### src/sv/blpg_pkg.sv
// Package for the line pixel generator: widths, reset values and item codes.
// Shared by the interfaces, the front end, the back end and the top level; depends on nothing.
`default_nettype none

package blpg_pkg;

  // Default geometry of the framebuffer
  localparam int DEF_COORD_BITS = 10;
  localparam int DEF_ADDR_BITS  = 20;

  // Fixed field widths
  localparam int COLOR_W     = 16;
  localparam int PITCH_W     = 11;
  localparam int PITCH_RESET = 240;

  // Entries in the queue between front and back
  localparam int QUEUE_DEPTH = 4;

  // Item kinds carried on the func field
  typedef enum logic [0:0] {
    FUNC_LINE = 1'b0,
    FUNC_TICK = 1'b1
  } func_t;

  // Width of one queue entry: kind, four addresses/increments, two gains,
  // error seed and color
  function automatic int entry_width(input int coord_bits, input int addr_bits);
    return 1 + 4 * addr_bits + 2 * (coord_bits + 1) + (coord_bits + 2) + COLOR_W;
  endfunction

endpackage

`default_nettype wire

### src/sv/blpg_if.sv
// Channel interfaces of the line pixel generator: line/tick input, pixel
// output and row pitch configuration. Depends on blpg_pkg.
`default_nettype none

interface blpg_in_if #(
  parameter int COORD_BITS = blpg_pkg::DEF_COORD_BITS
);
  logic                             valid;
  logic                             ready;
  logic                             func;
  logic [COORD_BITS-1:0]            x_start;
  logic [COORD_BITS-1:0]            y_start;
  logic [COORD_BITS-1:0]            x_end;
  logic [COORD_BITS-1:0]            y_end;
  logic [blpg_pkg::COLOR_W-1:0]     line_color;

  modport source (output valid, func, x_start, y_start, x_end, y_end, line_color,
                  input ready);
  modport sink   (input valid, func, x_start, y_start, x_end, y_end, line_color,
                  output ready);
endinterface

interface blpg_out_if #(
  parameter int ADDR_BITS = blpg_pkg::DEF_ADDR_BITS
);
  logic                             valid;
  logic                             ready;
  logic [ADDR_BITS-1:0]             pixel_address;
  logic [blpg_pkg::COLOR_W-1:0]     pixel_color;
  logic                             last;

  modport source (output valid, pixel_address, pixel_color, last, input ready);
  modport sink   (input valid, pixel_address, pixel_color, last, output ready);
endinterface

interface blpg_cfg_if;
  logic                             valid;
  logic                             ready;
  logic [blpg_pkg::PITCH_W-1:0]     row_pitch;

  modport source (output valid, row_pitch, input ready);
  modport sink   (input valid, row_pitch, output ready);
endinterface

`default_nettype wire

### src/sv/blpg_front.sv
// Front end: holds the row pitch register, accepts line and tick items and
// turns each into a queue entry (addresses, increments, error terms).
// Depends on blpg_pkg and blpg_if.
`default_nettype none

module blpg_front #(
  parameter int COORD_BITS = blpg_pkg::DEF_COORD_BITS,
  parameter int ADDR_BITS  = blpg_pkg::DEF_ADDR_BITS,
  localparam int ENTRY_W   = blpg_pkg::entry_width(COORD_BITS, ADDR_BITS)
) (
  input  wire logic               clk,
  input  wire logic               rst_n,
  blpg_in_if.sink                 in_ch,
  blpg_cfg_if.sink                cfg_ch,
  output logic                    push,
  output logic [ENTRY_W-1:0]      push_data,
  input  wire logic               q_full
);

  localparam int GAIN_W = COORD_BITS + 1;
  localparam int ERR_W  = COORD_BITS + 2;
  localparam int PROD_W = COORD_BITS + blpg_pkg::PITCH_W + 1;
  localparam int SUM_W  = (PROD_W > ADDR_BITS) ? PROD_W : ADDR_BITS;

  typedef struct packed {
    blpg_pkg::func_t                kind;
    logic [ADDR_BITS-1:0]           start_addr;
    logic [ADDR_BITS-1:0]           end_addr;
    logic [ADDR_BITS-1:0]           step_inc;
    logic [ADDR_BITS-1:0]           corr_inc;
    logic [GAIN_W-1:0]              minor_gain;
    logic [GAIN_W-1:0]              major_gain;
    logic signed [ERR_W-1:0]        err_init;
    logic [blpg_pkg::COLOR_W-1:0]   color;
  } entry_t;

  logic [blpg_pkg::PITCH_W-1:0] row_pitch_r;
  logic [blpg_pkg::PITCH_W-1:0] row_pitch_nxt;

  logic                  x_fwd, y_fwd;
  logic [COORD_BITS-1:0] dx, dy;
  logic [ADDR_BITS-1:0]  pitch_ext, xi, yi;
  logic [SUM_W-1:0]      start_sum, end_sum;
  entry_t                entry;

  // Configuration register, always ready
  assign cfg_ch.ready  = 1'b1;
  assign row_pitch_nxt = (cfg_ch.valid) ? cfg_ch.row_pitch : row_pitch_r;

  always_ff @(posedge clk) begin
    if (!rst_n) begin
      row_pitch_r <= blpg_pkg::PITCH_W'(blpg_pkg::PITCH_RESET);
    end else begin
      row_pitch_r <= row_pitch_nxt;
    end
  end

  // Direction and span on each axis
  assign x_fwd = (in_ch.x_end > in_ch.x_start);
  assign y_fwd = (in_ch.y_end > in_ch.y_start);
  assign dx    = x_fwd ? (in_ch.x_end - in_ch.x_start) : (in_ch.x_start - in_ch.x_end);
  assign dy    = y_fwd ? (in_ch.y_end - in_ch.y_start) : (in_ch.y_start - in_ch.y_end);

  // Signed address steps, kept modulo the address width
  assign pitch_ext = ADDR_BITS'(row_pitch_r);
  assign xi        = x_fwd ? ADDR_BITS'(1) : '1;
  assign yi        = y_fwd ? pitch_ext : (ADDR_BITS'(0) - pitch_ext);

  // Linear addresses: x + y * pitch, one multiplier per endpoint
  assign start_sum = SUM_W'(in_ch.y_start) * SUM_W'(row_pitch_r) + SUM_W'(in_ch.x_start);
  assign end_sum   = SUM_W'(in_ch.y_end) * SUM_W'(row_pitch_r) + SUM_W'(in_ch.x_end);

  // Classify the line and build the entry
  always_comb begin
    entry            = '0;
    entry.kind       = (in_ch.func == blpg_pkg::FUNC_TICK) ? blpg_pkg::FUNC_TICK
                                                           : blpg_pkg::FUNC_LINE;
    entry.start_addr = start_sum[ADDR_BITS-1:0];
    entry.end_addr   = end_sum[ADDR_BITS-1:0];
    entry.color      = in_ch.line_color;
    priority if (in_ch.x_start == in_ch.x_end) begin
      // vertical or single point
      entry.step_inc = yi;
    end else if (in_ch.y_start == in_ch.y_end) begin
      // horizontal
      entry.step_inc = xi;
    end else if (dy > dx) begin
      // y major
      entry.step_inc   = yi;
      entry.corr_inc   = xi;
      entry.minor_gain = {dx, 1'b0};
      entry.major_gain = {dy, 1'b0};
      entry.err_init   = -$signed({2'b00, dy});
    end else begin
      // x major
      entry.step_inc   = xi;
      entry.corr_inc   = yi;
      entry.minor_gain = {dy, 1'b0};
      entry.major_gain = {dx, 1'b0};
      entry.err_init   = -$signed({2'b00, dx});
    end
  end

  // Handshake into the queue
  assign in_ch.ready = !q_full;
  assign push        = in_ch.valid && !q_full;
  assign push_data   = entry;

endmodule

`default_nettype wire

### src/sv/blpg_queue.sv
// Small FIFO between front and back so each side can stall on its own.
// Generic over entry width; depends on nothing beyond its parameters.
`default_nettype none

module blpg_queue #(
  parameter int WIDTH = 8,
  parameter int DEPTH = 4
) (
  input  wire logic             clk,
  input  wire logic             rst_n,
  input  wire logic             push,
  input  wire logic [WIDTH-1:0] push_data,
  output logic                  full,
  input  wire logic             pop,
  output logic                  not_empty,
  output logic [WIDTH-1:0]      pop_data
);

  localparam int PTR_W = (DEPTH > 1) ? $clog2(DEPTH) : 1;
  localparam int CNT_W = $clog2(DEPTH + 1);

  logic [WIDTH-1:0] store_r [DEPTH];
  logic [PTR_W-1:0] wr_ptr_r, wr_ptr_nxt;
  logic [PTR_W-1:0] rd_ptr_r, rd_ptr_nxt;
  logic [CNT_W-1:0] count_r, count_nxt;
  logic             do_push, do_pop;

  assign full      = (count_r == CNT_W'(DEPTH));
  assign not_empty = (count_r != '0);
  assign do_push   = push && !full;
  assign do_pop    = pop && not_empty;
  assign pop_data  = store_r[rd_ptr_r];

  // Pointer wrap at the depth
  assign wr_ptr_nxt = !do_push ? wr_ptr_r :
                      (wr_ptr_r == PTR_W'(DEPTH - 1)) ? '0 : wr_ptr_r + 1'b1;
  assign rd_ptr_nxt = !do_pop ? rd_ptr_r :
                      (rd_ptr_r == PTR_W'(DEPTH - 1)) ? '0 : rd_ptr_r + 1'b1;

  always_comb begin
    unique case ({do_push, do_pop})
      2'b10:   count_nxt = count_r + 1'b1;
      2'b01:   count_nxt = count_r - 1'b1;
      default: count_nxt = count_r;
    endcase
  end

  always_ff @(posedge clk) begin
    if (!rst_n) begin
      wr_ptr_r <= '0;
      rd_ptr_r <= '0;
      count_r  <= '0;
    end else begin
      wr_ptr_r <= wr_ptr_nxt;
      rd_ptr_r <= rd_ptr_nxt;
      count_r  <= count_nxt;
    end
  end

  // Entry storage
  always_ff @(posedge clk) begin
    if (do_push) begin
      store_r[wr_ptr_r] <= push_data;
    end
  end

  a_count_bound: assert property (@(posedge clk) disable iff (!rst_n)
    count_r <= CNT_W'(DEPTH))
    else $error("queue count above depth");

  a_count_up: assert property (@(posedge clk) disable iff (!rst_n)
    (do_push && !do_pop) |=> (count_r == $past(count_r) + 1'b1))
    else $error("queue count missed a push");

  a_ptr_gap: assert property (@(posedge clk) disable iff (!rst_n)
    (count_r == '0) |-> (wr_ptr_r == rd_ptr_r))
    else $error("queue pointers apart while empty");

endmodule

`default_nettype wire

### src/sv/blpg_back.sv
// Back end: takes entries from the queue, loads new lines and walks the
// active line one pixel per tick into a registered output stage.
// Depends on blpg_pkg and blpg_if.
`default_nettype none

module blpg_back #(
  parameter int COORD_BITS = blpg_pkg::DEF_COORD_BITS,
  parameter int ADDR_BITS  = blpg_pkg::DEF_ADDR_BITS,
  localparam int ENTRY_W   = blpg_pkg::entry_width(COORD_BITS, ADDR_BITS)
) (
  input  wire logic               clk,
  input  wire logic               rst_n,
  input  wire logic               q_not_empty,
  input  wire logic [ENTRY_W-1:0] q_data,
  output logic                    pop,
  blpg_out_if.source              out_ch
);

  localparam int GAIN_W = COORD_BITS + 1;
  localparam int ERR_W  = COORD_BITS + 2;

  typedef struct packed {
    blpg_pkg::func_t                kind;
    logic [ADDR_BITS-1:0]           start_addr;
    logic [ADDR_BITS-1:0]           end_addr;
    logic [ADDR_BITS-1:0]           step_inc;
    logic [ADDR_BITS-1:0]           corr_inc;
    logic [GAIN_W-1:0]              minor_gain;
    logic [GAIN_W-1:0]              major_gain;
    logic signed [ERR_W-1:0]        err_init;
    logic [blpg_pkg::COLOR_W-1:0]   color;
  } entry_t;

  entry_t entry;

  // Line state
  logic                         active_r, active_nxt;
  logic [ADDR_BITS-1:0]         cur_r, cur_nxt;
  logic [ADDR_BITS-1:0]         end_r;
  logic signed [ERR_W-1:0]      err_r, err_nxt;
  logic [GAIN_W-1:0]            minor_r, major_r;
  logic [ADDR_BITS-1:0]         step_r, corr_r;
  logic [blpg_pkg::COLOR_W-1:0] color_r;

  // Output stage
  logic                         out_valid_r, out_valid_nxt;
  logic [ADDR_BITS-1:0]         out_addr_r;
  logic [blpg_pkg::COLOR_W-1:0] out_color_r;
  logic                         out_last_r;

  logic                    is_line, is_tick, out_free, load, emit, at_end, err_pos;
  logic signed [ERR_W-1:0] err_sum;

  assign entry    = entry_t'(q_data);
  assign is_line  = q_not_empty && (entry.kind == blpg_pkg::FUNC_LINE);
  assign is_tick  = q_not_empty && (entry.kind == blpg_pkg::FUNC_TICK);
  assign out_free = !out_valid_r || out_ch.ready;

  // Lines load at once; ticks wait for room only when they make a pixel
  assign load = is_line;
  assign emit = is_tick && active_r && out_free;
  assign pop  = load || (is_tick && (!active_r || out_free));

  // One Bresenham step
  assign at_end  = (cur_r == end_r);
  assign err_sum = err_r + $signed({1'b0, minor_r});
  assign err_pos = (err_sum > 0);

  always_comb begin
    active_nxt = active_r;
    cur_nxt    = cur_r;
    err_nxt    = err_r;
    if (load) begin
      active_nxt = 1'b1;
      cur_nxt    = entry.start_addr;
      err_nxt    = entry.err_init;
    end else if (emit) begin
      if (at_end) begin
        active_nxt = 1'b0;
      end else begin
        cur_nxt = cur_r + step_r + (err_pos ? corr_r : '0);
        err_nxt = err_pos ? (err_sum - $signed({1'b0, major_r})) : err_sum;
      end
    end
  end

  assign out_valid_nxt = emit ? 1'b1 : (out_ch.ready ? 1'b0 : out_valid_r);

  // Control state
  always_ff @(posedge clk) begin
    if (!rst_n) begin
      active_r    <= 1'b0;
      out_valid_r <= 1'b0;
    end else begin
      active_r    <= active_nxt;
      out_valid_r <= out_valid_nxt;
    end
  end

  // Walk and output payload
  always_ff @(posedge clk) begin
    cur_r <= cur_nxt;
    err_r <= err_nxt;
    if (load) begin
      end_r   <= entry.end_addr;
      minor_r <= entry.minor_gain;
      major_r <= entry.major_gain;
      step_r  <= entry.step_inc;
      corr_r  <= entry.corr_inc;
      color_r <= entry.color;
    end
    if (emit) begin
      out_addr_r  <= cur_r;
      out_color_r <= color_r;
      out_last_r  <= at_end;
    end
  end

  assign out_ch.valid         = out_valid_r;
  assign out_ch.pixel_address = out_addr_r;
  assign out_ch.pixel_color   = out_color_r;
  assign out_ch.last          = out_last_r;

  a_err_nonpos: assert property (@(posedge clk) disable iff (!rst_n)
    active_r |-> (err_r <= 0))
    else $error("error term positive between steps");

  a_end_idle: assert property (@(posedge clk) disable iff (!rst_n)
    (emit && at_end) |=> (!active_r && out_valid_r && out_last_r))
    else $error("end pixel did not close the line");

  a_load_active: assert property (@(posedge clk) disable iff (!rst_n)
    load |=> active_r)
    else $error("line load did not start the walk");

  a_rise_from_active: assert property (@(posedge clk) disable iff (!rst_n)
    $rose(out_valid_r) |-> $past(active_r))
    else $error("pixel issued while idle");

endmodule

`default_nettype wire

### src/sv/bresenham_line_pixel_generator.sv
// Top level of the line pixel generator: front end, entry queue, back end.
// Depends on blpg_pkg, blpg_if, blpg_front, blpg_queue and blpg_back.
//
// A line item (func 0) sets up a line between two endpoints: the front end
// forms both linear addresses (x + y * row_pitch, one multiplier per
// endpoint) and the step terms and queues them. Each tick item (func 1) then
// yields one pixel write while a line is active, the end pixel flagged by
// last; ticks while idle yield nothing, and a new line drops the old one.
// Sustained rate is one item per clock while the output does not stall, set
// by the back end's address add and error update. A pixel reaches the output
// once its tick is written into the queue and then moved by the back end into
// the output register; output stalls can hold it in the queue. A four-entry
// queue lets input keep flowing while the output stalls. row_pitch resets to
// 240 and is written through the configuration channel, which is always ready.
`default_nettype none

module bresenham_line_pixel_generator #(
  parameter int COORD_BITS = blpg_pkg::DEF_COORD_BITS,
  parameter int ADDR_BITS  = blpg_pkg::DEF_ADDR_BITS
) (
  input  wire logic   clk,
  input  wire logic   rst_n,
  blpg_in_if.sink     in_ch,
  blpg_out_if.source  out_ch,
  blpg_cfg_if.sink    cfg_ch
);

  localparam int ENTRY_W = blpg_pkg::entry_width(COORD_BITS, ADDR_BITS);

  logic               push, q_full, pop, q_not_empty;
  logic [ENTRY_W-1:0] push_data, pop_data;

  blpg_front #(
    .COORD_BITS (COORD_BITS),
    .ADDR_BITS  (ADDR_BITS)
  ) u_front (
    .clk       (clk),
    .rst_n     (rst_n),
    .in_ch     (in_ch),
    .cfg_ch    (cfg_ch),
    .push      (push),
    .push_data (push_data),
    .q_full    (q_full)
  );

  blpg_queue #(
    .WIDTH (ENTRY_W),
    .DEPTH (blpg_pkg::QUEUE_DEPTH)
  ) u_queue (
    .clk       (clk),
    .rst_n     (rst_n),
    .push      (push),
    .push_data (push_data),
    .full      (q_full),
    .pop       (pop),
    .not_empty (q_not_empty),
    .pop_data  (pop_data)
  );

  blpg_back #(
    .COORD_BITS (COORD_BITS),
    .ADDR_BITS  (ADDR_BITS)
  ) u_back (
    .clk         (clk),
    .rst_n       (rst_n),
    .q_not_empty (q_not_empty),
    .q_data      (pop_data),
    .pop         (pop),
    .out_ch      (out_ch)
  );

endmodule

`default_nettype wire

### src/flat_wrapper.sv
// flat-port wrapper written by rule: the top's interface ports become plain ports
module bresenham_line_pixel_generator_flat 
#(
  parameter int COORD_BITS = blpg_pkg::DEF_COORD_BITS,
  parameter int ADDR_BITS  = blpg_pkg::DEF_ADDR_BITS
)
  (clk, rst_n, in_ch_valid, in_ch_func, in_ch_x_start, in_ch_y_start, in_ch_x_end, in_ch_y_end, in_ch_line_color, in_ch_ready, out_ch_valid, out_ch_pixel_address, out_ch_pixel_color, out_ch_last, out_ch_ready, cfg_ch_valid, cfg_ch_row_pitch, cfg_ch_ready);
  blpg_in_if #(.COORD_BITS(COORD_BITS)) in_ch_i ();
  blpg_out_if #(.ADDR_BITS(ADDR_BITS)) out_ch_i ();
  blpg_cfg_if cfg_ch_i ();
  input  wire logic clk;
  input  wire logic rst_n;
  input wire logic [$bits(in_ch_i.valid)-1:0] in_ch_valid;
  input wire logic [$bits(in_ch_i.func)-1:0] in_ch_func;
  input wire logic [$bits(in_ch_i.x_start)-1:0] in_ch_x_start;
  input wire logic [$bits(in_ch_i.y_start)-1:0] in_ch_y_start;
  input wire logic [$bits(in_ch_i.x_end)-1:0] in_ch_x_end;
  input wire logic [$bits(in_ch_i.y_end)-1:0] in_ch_y_end;
  input wire logic [$bits(in_ch_i.line_color)-1:0] in_ch_line_color;
  output wire logic [$bits(in_ch_i.ready)-1:0] in_ch_ready;
  output wire logic [$bits(out_ch_i.valid)-1:0] out_ch_valid;
  output wire logic [$bits(out_ch_i.pixel_address)-1:0] out_ch_pixel_address;
  output wire logic [$bits(out_ch_i.pixel_color)-1:0] out_ch_pixel_color;
  output wire logic [$bits(out_ch_i.last)-1:0] out_ch_last;
  input wire logic [$bits(out_ch_i.ready)-1:0] out_ch_ready;
  input wire logic [$bits(cfg_ch_i.valid)-1:0] cfg_ch_valid;
  input wire logic [$bits(cfg_ch_i.row_pitch)-1:0] cfg_ch_row_pitch;
  output wire logic [$bits(cfg_ch_i.ready)-1:0] cfg_ch_ready;
  assign in_ch_i.valid = in_ch_valid;
  assign in_ch_i.func = in_ch_func;
  assign in_ch_i.x_start = in_ch_x_start;
  assign in_ch_i.y_start = in_ch_y_start;
  assign in_ch_i.x_end = in_ch_x_end;
  assign in_ch_i.y_end = in_ch_y_end;
  assign in_ch_i.line_color = in_ch_line_color;
  assign in_ch_ready = in_ch_i.ready;
  assign out_ch_valid = out_ch_i.valid;
  assign out_ch_pixel_address = out_ch_i.pixel_address;
  assign out_ch_pixel_color = out_ch_i.pixel_color;
  assign out_ch_last = out_ch_i.last;
  assign out_ch_i.ready = out_ch_ready;
  assign cfg_ch_i.valid = cfg_ch_valid;
  assign cfg_ch_i.row_pitch = cfg_ch_row_pitch;
  assign cfg_ch_ready = cfg_ch_i.ready;
  bresenham_line_pixel_generator #(.COORD_BITS(COORD_BITS), .ADDR_BITS(ADDR_BITS)) u_core (.clk(clk), .rst_n(rst_n), .in_ch(in_ch_i), .out_ch(out_ch_i), .cfg_ch(cfg_ch_i));
endmodule
### config.mk
export PLATFORM = sky130hd
export DESIGN_NAME = bresenham_line_pixel_generator_flat
export DESIGN_NICKNAME = d
export VERILOG_FILES = /design/src/sv/blpg_pkg.sv /design/src/sv/blpg_if.sv /design/src/sv/blpg_front.sv /design/src/sv/blpg_queue.sv /design/src/sv/blpg_back.sv /design/src/sv/bresenham_line_pixel_generator.sv /design/src/flat_wrapper.sv
export SDC_FILE = /design/constraint.sdc
export NUM_CORES = 1
export LEC_CHECK = 0
export ABC_AREA = 1
export BUFFER_PORTS_ARGS = -buffer_cell sky130_fd_sc_hd__buf_2
export CORE_UTILIZATION = 35
export DETAILED_ROUTE_END_ITERATION = 8
export GPL_ROUTABILITY_DRIVEN = 0
export GPL_TIMING_DRIVEN = 0
export PLACE_DENSITY_LB_ADDON = 0.3
export SLEW_MARGIN = 30
export SYNTH_ARGS = -nofsm -noshare
export SYNTH_HDL_FRONTEND = slang
export SYNTH_SLANG_ARGS = --single-unit
### constraint.sdc
create_clock -name clk -period 11.03 [get_ports clk]
set_clock_uncertainty 0.2 [all_clocks]
set_input_delay 2.206 -clock clk [delete_from_list [all_inputs] [get_ports clk]]
set_output_delay 2.206 -clock clk [all_outputs]
set_load 0.05 [all_outputs]
==> results of run 1 <==
[layout make-up]
cell class / count / area (um^2) / share of cell area (%)
Sequential cell: 619 / 18370 / 43.90
Inverter: 566 / 2125 / 5.078
Tap cell: 1380 / 1727 / 4.127
Timing Repair Buffer: 144 / 1416 / 3.385
Clock inverter: 31 / 290.3 / 0.6938
Buffer: 152 / 625.6 / 1.495
Multi-Input combinational cell: 2345 / 15720 / 37.57
Clock buffer: 72 / 1568 / 3.747
[where the power goes]
part / internal, mW / switching (mW)
combinational: 2.37 / 5.43
clock: 1.10 / 0.886
sequential: 4.02 / 0.231
[critical path, stage by stage]
cell      delay [ps]
buf_2            230
clkbuf_1         470
nand2_1          160
fa_1             560
inv_1             60
fa_1             420
fa_1             490
fa_1             540
inv_1             50
fa_1             480
inv_1             40
ha_1             330
a21o_1           180
a21oi_1          270
o21ai_0          220
a21oi_1          170
nor2_1            50
nor2_1           110
xor2_1           780
[cell families (layout without fill, tap and decap cells)]
kind of cell    after synthesis  in the layout  share of synthesized area, %
compound gates              634            634                         9.421
flops                       619            619                         49.93
xor+xnor                     92             92                         2.190
buf+inv                     718            965                         7.455
other cells                   1              1                       0.01019
simple gates               1224           1224                         13.82
fa+ha+maj                   394            394                         17.18
[per-stage QoR]
step,setup TNS (ps),total power [mW],hold slack [ps]
floorplan,0,9.243,200.3
global placement,-442360,11.87,200.5
detailed placement,0,11.99,204.5
CTS,0,14.01,219.2
global route,0,15.05,227.8
finish,0,14.05,218.2
[synthesized netlist by cell type (3+ instances only)]
cell type,n,area share [%]
a211oi_1,6,0.12
a21o_1,6,0.12
a21oi_1,140,1.9
a31oi_1,15,0.26
and2_1,3,0.051
buf_1,9,0.092
buf_2,7,0.095
clkbuf_1,131,1.3
dfxtp_1,22,1.2
edfxtp_1,597,49
fa_1,185,10
ha_1,209,7.1
inv_1,554,5.7
inv_2,11,0.11
nand2_1,653,6.7
nand2_2,18,0.31
nand2_4,9,0.28
nand3_1,105,1.4
nand3b_1,3,0.061
nand4_1,25,0.43
nor2_1,361,3.7
nor2_2,6,0.10
nor2_4,5,0.15
nor3_1,15,0.20
nor4_1,5,0.085
o211ai_1,8,0.16
o21a_1,5,0.10
o21ai_0,318,4.3
o21ai_1,6,0.082
o21bai_1,8,0.16
o22ai_1,106,1.8
o31ai_1,8,0.16
or2_2,9,0.15
xnor2_1,31,0.74
xor2_1,61,1.5
[how the worst min path moves through the flow]
stage	slack, ps	end	depth (start not counted)
after CTS	220	u_core.u_back.out_ch.pixel_color[13]$_DFFE_PP_	0
after detailed placement	200	u_core.u_back.out_ch.pixel_color[13]$_DFFE_PP_	0
final	220	u_core.u_back.out_ch.pixel_color[13]$_DFFE_PP_	0
after global routing	230	u_core.u_back.out_ch.pixel_color[1]$_DFFE_PP_	0
after floorplan	200	u_core.u_back.out_ch.pixel_color[0]$_DFFE_PP_	0
after global placement	200	u_core.u_back.out_ch.pixel_color[2]$_DFFE_PP_	0
[cells in the final DEF, fill, tap and decap left out, types with 9 or more instances in the layout]
master	count
o22ai_1	106
buf_16	28
or2_2	9
nor3_1	15
buf_1	9
nand2_4	9
nand3_1	105
a21oi_1	140
clkinv_1	11
nand4_1	25
clkbuf_16	61
edfxtp_1	597
nand2_2	18
clkbuf_1	138
xor2_1	61
xnor2_1	31
buf_2	118
o21ai_0	317
nor2_1	357
inv_2	12
a31oi_1	15
ha_1	209
dfxtp_1	22
fa_1	185
nand2_1	653
inv_1	553
nor2_4	9
[metal layers]
| layer | track usage, % | routed length, um | vias to the layer above |
|---|---|---|---|
| li1 | - | - | 12610 |
| met1 | 27.51 | 46420 | 13030 |
| met2 | 31.16 | 47960 | 917 |
| met3 | 2.696 | 7346 | 131 |
| met4 | 5.032 | 2348 | 2 |
| met5 | 0 | 9 | - |
[state kept, by name (all words and copies together) (netlist names), 12 cells and up, named ones only]
register and flops:
u_core.u_back.step_r 12, u_core.u_back.out_ch.pixel_address 20, u_core.u_back.cur_r 20, u_core.u_back.color_r 16, u_core.u_back.out_ch.pixel_color 16, u_core.u_back.err_r 12
u_core.u_back.corr_r 12, u_core.u_queue.store_r 448, u_core.u_back.end_r 20
==> out/summary.txt, run 1 <==
Synth Warn #: 0
TritonCTS clock tree: yes
Peak Freq: 0.1289 GHz
Post-DP Area: 0.03998 mm^2
Routed WL per cell: 19.61 um
Top Ports: 113
total track usage: 19.41%
Post-Syn Nets: 4,149
Hold Buf Count CTS: 0
Die X: 326.2 um
share of layout cells above drive strength 1: 7.966%
RSZ-0062 raised after global routing: false
Vias per Instance: 5.027
H-tree depth: 2
number of flops mapped to enable cells by yosys: 597
Peak VDD IR: 257.1 uV
register bit total from synthesis: 619
Port Buffers: 111
LEAKAGE: 17.84 nW
nets: 4,355
DR vias: 26,690
initial detailed-routing violation count: 2,318
initial antenna violation count: 3
Diodes inserted: 0
clock buffer depth: 3
Final min period: 7758 ps
critical path arrival: 7840 ps
vias in the first global route: 25,730
post-synthesis async set-or-reset flop share: 0%
r2r setup slk: 4120 ps
Clock transition at path regs: 60 ps
first-pass GRT wire length: 157,800 um
MaxCap Viol Count: 0
Setup WS pre-CTS: 2726 ps
std cell rows: 118
Clk Latency, worst-skew pair: 640 ps
die area: 0.1064 mm^2
P&R area growth vs syn: 13.73%
Final Setup Violations: 0
Seq/Total Area, Yosys: 49.93%
area of the mapped netlist: 0.03679 mm^2
DRT Wirelength: 104,100 um
Post-CTS Resized: 0
status: complete, no violations
CP startpoint: in_ch_y_end[1]
Hold Vio Cnt, Final: 0
Mapped Cells: 3,682
Die Y: 326.2 um
end point of the critical path: u_core.u_queue.store_r[1][108]$_DFFE_PP_
Final Util: 40.31%
Final WS setup: 3272 ps
FF-to-FF path depth: 20
pin count of the biggest net entering global routing: 40
FILL cells: 10,080
HPWL after DPL: 78,270 um
Slew @ Worst Pin: 1002 ps
worst hold path class: reg -> reg
CTS buffer count: 60
Hold Crit Start: u_core.u_back.color_r[13]$_DFFE_PP_
pwr/cell area: 335.8 mW/mm^2
worst r2r dst: u_core.u_queue.store_r[1][108]$_DFFE_PP_
placed insts: 5,206
Layout Cells excl Fill: 5,309
Sink Count: 619
Worst setup SP type: input pin
core area: 0.1038 mm^2
Syn Area/Cell: 9.992 um^2
reg2reg start: u_core.u_front.row_pitch_r[10]$_SDFFE_PN0P_
unique cell type count in the Yosys netlist: 52
Final Cell Area: 0.04184 mm^2
DRC viols: 0
final worst-path cycle share: 70.34%
max-slew violations: 0
Worst slew margin: 33.18%
worst setup path class: in -> reg
Setup crit end kind: flip-flop
Root Driver: clkbuf_16
Initial Utilization: 35.44%
worst path required time: 11,110 ps
Top FF cell, synth: edfxtp_1
Remaining Overflow, GRT: 0
post-route ant nets: 0
drt pass-1 iters: 7
CP Max Fanout: 10
post-CTS setup buffers: 0
Power figures use the tool's default switching activity.
==> run 2: changes to the inputs <==
--- a/config.mk
+++ b/config.mk
@@ -5,7 +5,7 @@
 export SDC_FILE = /design/constraint.sdc
 export NUM_CORES = 1
 export LEC_CHECK = 0
-export ABC_AREA = 1
+export ABC_AREA = 0
 export BUFFER_PORTS_ARGS = -buffer_cell sky130_fd_sc_hd__buf_2
 export CORE_UTILIZATION = 35
 export DETAILED_ROUTE_END_ITERATION = 8
==> constraint.sdc (replaced) <==
create_clock -name clk -period 6.8 [get_ports clk]
set_clock_uncertainty 0.2 [all_clocks]
set_input_delay 1.36 -clock clk [delete_from_list [all_inputs] [get_ports clk]]
set_output_delay 1.36 -clock clk [all_outputs]
set_load 0.05 [all_outputs]
==> run 2 against run 1 <==
Against the previous run: flip-flop and latch count unchanged; die area decreased by 4.6%; clock-buffer cell count increased by 11; register-to-register slack got worse by 3800 ps; synthesized cell count decreased by 29%; setup slack got worse by 3100 ps; core utilization increased by 0.13 points; critical path type unchanged; highest routed layer is now met4.
==> out/summary.txt, run 2 <==
Setup crit end kind: flip-flop
TritonCTS clock tree: yes
nets: 3,265 (-25%)
worst setup path class: in -> reg
Hold Crit Depth: 0 (unchanged)
core area: 0.09885 mm^2 (-4.8%)
Reg area: 0.01837 mm^2 (about the same)
initial detailed-routing violation count: 1,547 (-33%)
reg2reg start: u_core.u_front.row_pitch_r[5]$_SDFFE_PN1P_
r2r setup slk: 320 ps (-3800 ps)
Die X: 318.5 um (-2.3%)
Reg power frac: 31.8% (+1.5 points)
vias in the first global route: 21,430 (-17%)
Pwr Total: 21.26 mW (+51%)
most flop-heavy register: u_core.u_queue.store_r
top cells by area, synth: edfxtp_1 51%, fa_1 11%, ha_1 7.5%, mux4_2 7.2%, inv_1 3.5%
final worst-path cycle share: 97.30%
Clk pwr share: 16.3% (+2.1 points)
register bit total from synthesis: 619 (unchanged)
Top FF cell, synth: edfxtp_1
Initial Utilization: 35.48% (about the same)
MaxCap Viol Count: 0 (unchanged)
pin count of the biggest net entering global routing: 42 (+5.0%)
Post-Syn Nets: 3,070 (-26%)
DR vias: 20,910 (-22%)
DRT Wirelength: 86,550 um (-17%)
most frequent cell after synthesis: edfxtp_1
Final WS setup: 183.5 ps (-3088 ps)
FILL cells: 9,179 (-8.9%)
Synth Warn #: 0 (unchanged)
Worst slew margin: 35.33% (+2.1 points)
Final Util: 40.44% (+0.13 points)
Final Setup Violations: 0 (unchanged)
met3 WL: 4016 um (-45%)
Vias per Instance: 5.056 (+0.58%)
first-pass GRT wire length: 131,700 um (-17%)
combinational power share: 51.9% (-3.7 points)
Yosys top cell area share: 51.12% (+2.4 points)
most frequent cells in the layout: 597 x edfxtp_1, 325 x inv_1, 209 x ha_1
Hold Crit Start: u_core.u_back.color_r[12]$_DFFE_PP_
Hold Buf Count CTS: 0 (unchanged)
Sink Count: 619 (unchanged)
pwr/cell area: 531.8 mW/mm^2 (+58%)
Port Buffers: 110 (-0.90%)
most common cell after layout, fill and taps aside: edfxtp_1
CP Max Fanout: 10 (unchanged)
HPWL after DPL: 65,800 um (-16%)
FF-to-FF path depth: 19 (-5.0%)
Worst setup SP type: input pin
post-synthesis async set-or-reset flop share: 0% (unchanged)
hold endpoint: u_core.u_back.out_ch.pixel_color[12]$_DFFE_PP_
critical path arrival: 6710 ps (-1130 ps)
uppermost layer routed: met4
Peak Freq: 0.1511 GHz
Remaining Overflow, GRT: 0 (unchanged)
Mapped Cells: 2,603 (-29%)
internal power: 12.64 mW (+69%)
Slew @ Worst Pin: 966.8 ps (-35.43 ps)
total track usage: 17.25% (-2.2 points)
CTS buffer count: 66 (+10%)
Final min period: 6616 ps
initial antenna violation count: 2 (-1)
unique cell type count in the Yosys netlist: 73 (+40%)
Setup WS pre-CTS: -1287 ps (-4013 ps)
Root Driver: clkbuf_16
Hold Vio Cnt, Final: 0 (unchanged)
NetSw: 8.621 mW (+32%)
RSZ-0062 raised after global routing: false
status: complete, no violations
met2 wire len: 41,980 um (-12%)
DRC viols: 0 (unchanged)
Seq/Total Area, Yosys: 52.37% (+2.4 points)
Peak VDD IR: 298.4 uV (+16%)
area of the mapped netlist: 0.03507 mm^2 (-4.7%)
Top Ports: 113 (unchanged)
worst hold path class: reg -> reg
drt pass-1 iters: 5 (-2)
Diodes inserted: 0 (unchanged)
Syn Area/Cell: 13.47 um^2 (+35%)
Clock transition at path regs: 60 ps (about the same)
share of layout cells above drive strength 1: 15.34% (+7.4 points)
max FFs per register: 448 (unchanged)
WL met1: 38,950 um (-16%)
area of the multi-input gates: 0.01532 mm^2 (-2.6%)
die area: 0.1015 mm^2 (-4.6%)
clock buffer depth: 3 (unchanged)
worst r2r dst: u_core.u_queue.store_r[1][128]$_DFFE_PP_
post-route ant nets: 0 (unchanged)
number of flops mapped to enable cells by yosys: 597 (unchanged)
H-tree depth: 3 (+1)
Sw Ratio: 40.55% (-6.1 points)
std cell rows: 115 (-2.5%)
cell taking the most area after synthesis: edfxtp_1
worst path required time: 6900 ps (-4210 ps)
P&R area growth vs syn: 13.99%
most common library cells after synthesis: 597 x edfxtp_1, 325 x inv_1, 209 x ha_1, 203 x nand2_1, 185 x fa_1
LEAKAGE: 15.42 nW (-14%)
Clk Latency, worst-skew pair: 590 ps (-50 ps)
Die Y: 318.5 um (-2.3%)
Routed WL per cell: 20.93 um (+6.8%)
max-slew violations: 0 (unchanged)
## run 2: changes by cell type in the layout (fill, tap and decap cells not counted), moves of 90 or more
cell,change
and2_1,+90
nor2_1,-241
inv_1,-228
mux4_2,+112
o22ai_1,-106
o21ai_0,-255
nand2_1,-450
## run 2: power groups by stage
| stage | Combinational, mW | Sequential (mW) | Clock (mW) |
|---|---|---|---|
| 2_1_floorplan | 7.51 | 6.78 | 0 |
| 3_3_place_gp | 10.5 | 6.96 | 0 |
| 3_5_place_dp | 10.7 | 6.85 | 0 |
| 4_1_cts | 10.9 | 6.77 | 3.55 |
| 5_1_grt | 12.3 | 6.84 | 3.69 |
| 6_report | 11.0 | 6.76 | 3.46 |
## run 2: repair_timing
action / in CTS / in global routing
buffers inserted: 1 / 1
resized for setup: 31 / 44
pin swaps: 1 / 2
setup endpoints to repair: 198 / 225
gates cloned: 0 / 0
## run 2: layout make-up
cell class              count  area share [%]
flip-flops and latches    619           45.95
multi-input cells        1554           38.31
clock buffers              83           4.451
well taps                1287           4.028
inverters                 327           3.074
repair buffers            129           2.297
plain buffers             101           1.117
clock inverters            35          0.7668
## run 2: critical path, cell delays in order
cell and delay (ps):
buf_2 140, clkbuf_1 460, inv_1 190, ha_1 290
a211oi_1 330, o21ai_0 200, o211ai_2 280, buf_2 380
mux2i_1 170, xnor2_2 600, ha_1 370, a21o_1 160
a21o_1 160, a21oi_1 140, o211ai_1 140, nand2_1 200
buf_1 440, nor3_1 120, a211oi_1 560
## run 2: cells by family after synthesis
family | Yosys count | share of synthesized area, %
flip-flops | 619 | 52.37
AND/OR/NAND/NOR | 587 | 8.074
buffers and inverters | 430 | 4.659
adder cells (fa/ha/maj) | 394 | 18.02
AO/OA/AOI/OAI | 300 | 5.484
multiplexers | 150 | 8.313
XOR/XNOR | 122 | 3.068
other | 1 | 0.01069
## run 2: layer usage
metal	GRT usage, %	vias up
met5	0	-
met4	4.605	0
met3	2.385	102
met2	28.90	531
met1	23.46	10650
li1	-	9623
## run 2: worst max-delay path by stage
stage / end / slack [ps] / start / cells past startpoint
finish: u_core.u_queue.store_r[0][24]$_DFFE_PP_ / 180 / in_ch_y_start[6] / 19
global route: u_core.u_queue.store_r[3][48]$_DFFE_PP_ / 0.009 / in_ch_y_start[6] / 21
CTS: u_core.u_queue.store_r[3][48]$_DFFE_PP_ / 3 / in_ch_y_end[4] / 21
detailed placement: u_core.u_queue.store_r[0][106]$_DFFE_PP_ / -1290 / in_ch_y_end[1] / 20
global placement: u_core.u_queue.store_r[1][106]$_DFFE_PP_ / -1530 / in_ch_y_end[2] / 20
floorplan: u_core.u_queue.store_r[0][129]$_DFFE_PP_ / 140 / in_ch_y_start[1] / 21
## run 2: per-stage QoR
| stage | hold WS [ps] | TNS [ps] | instances | instance area (um^2) |
|---|---|---|---|---|
| after floorplan | 200.3 | 0 | 2603 | 35070 |
| after global placement | 201.2 | -299920 | 4000 | 37230 |
| after detailed placement | 204.5 | -196940 | 4017 | 37650 |
| after CTS | 214.5 | 0 | 4134 | 39860 |
| after global routing | 229.2 | 0 | 4135 | 39970 |
| final | 216.3 | 0 | 4135 | 39970 |
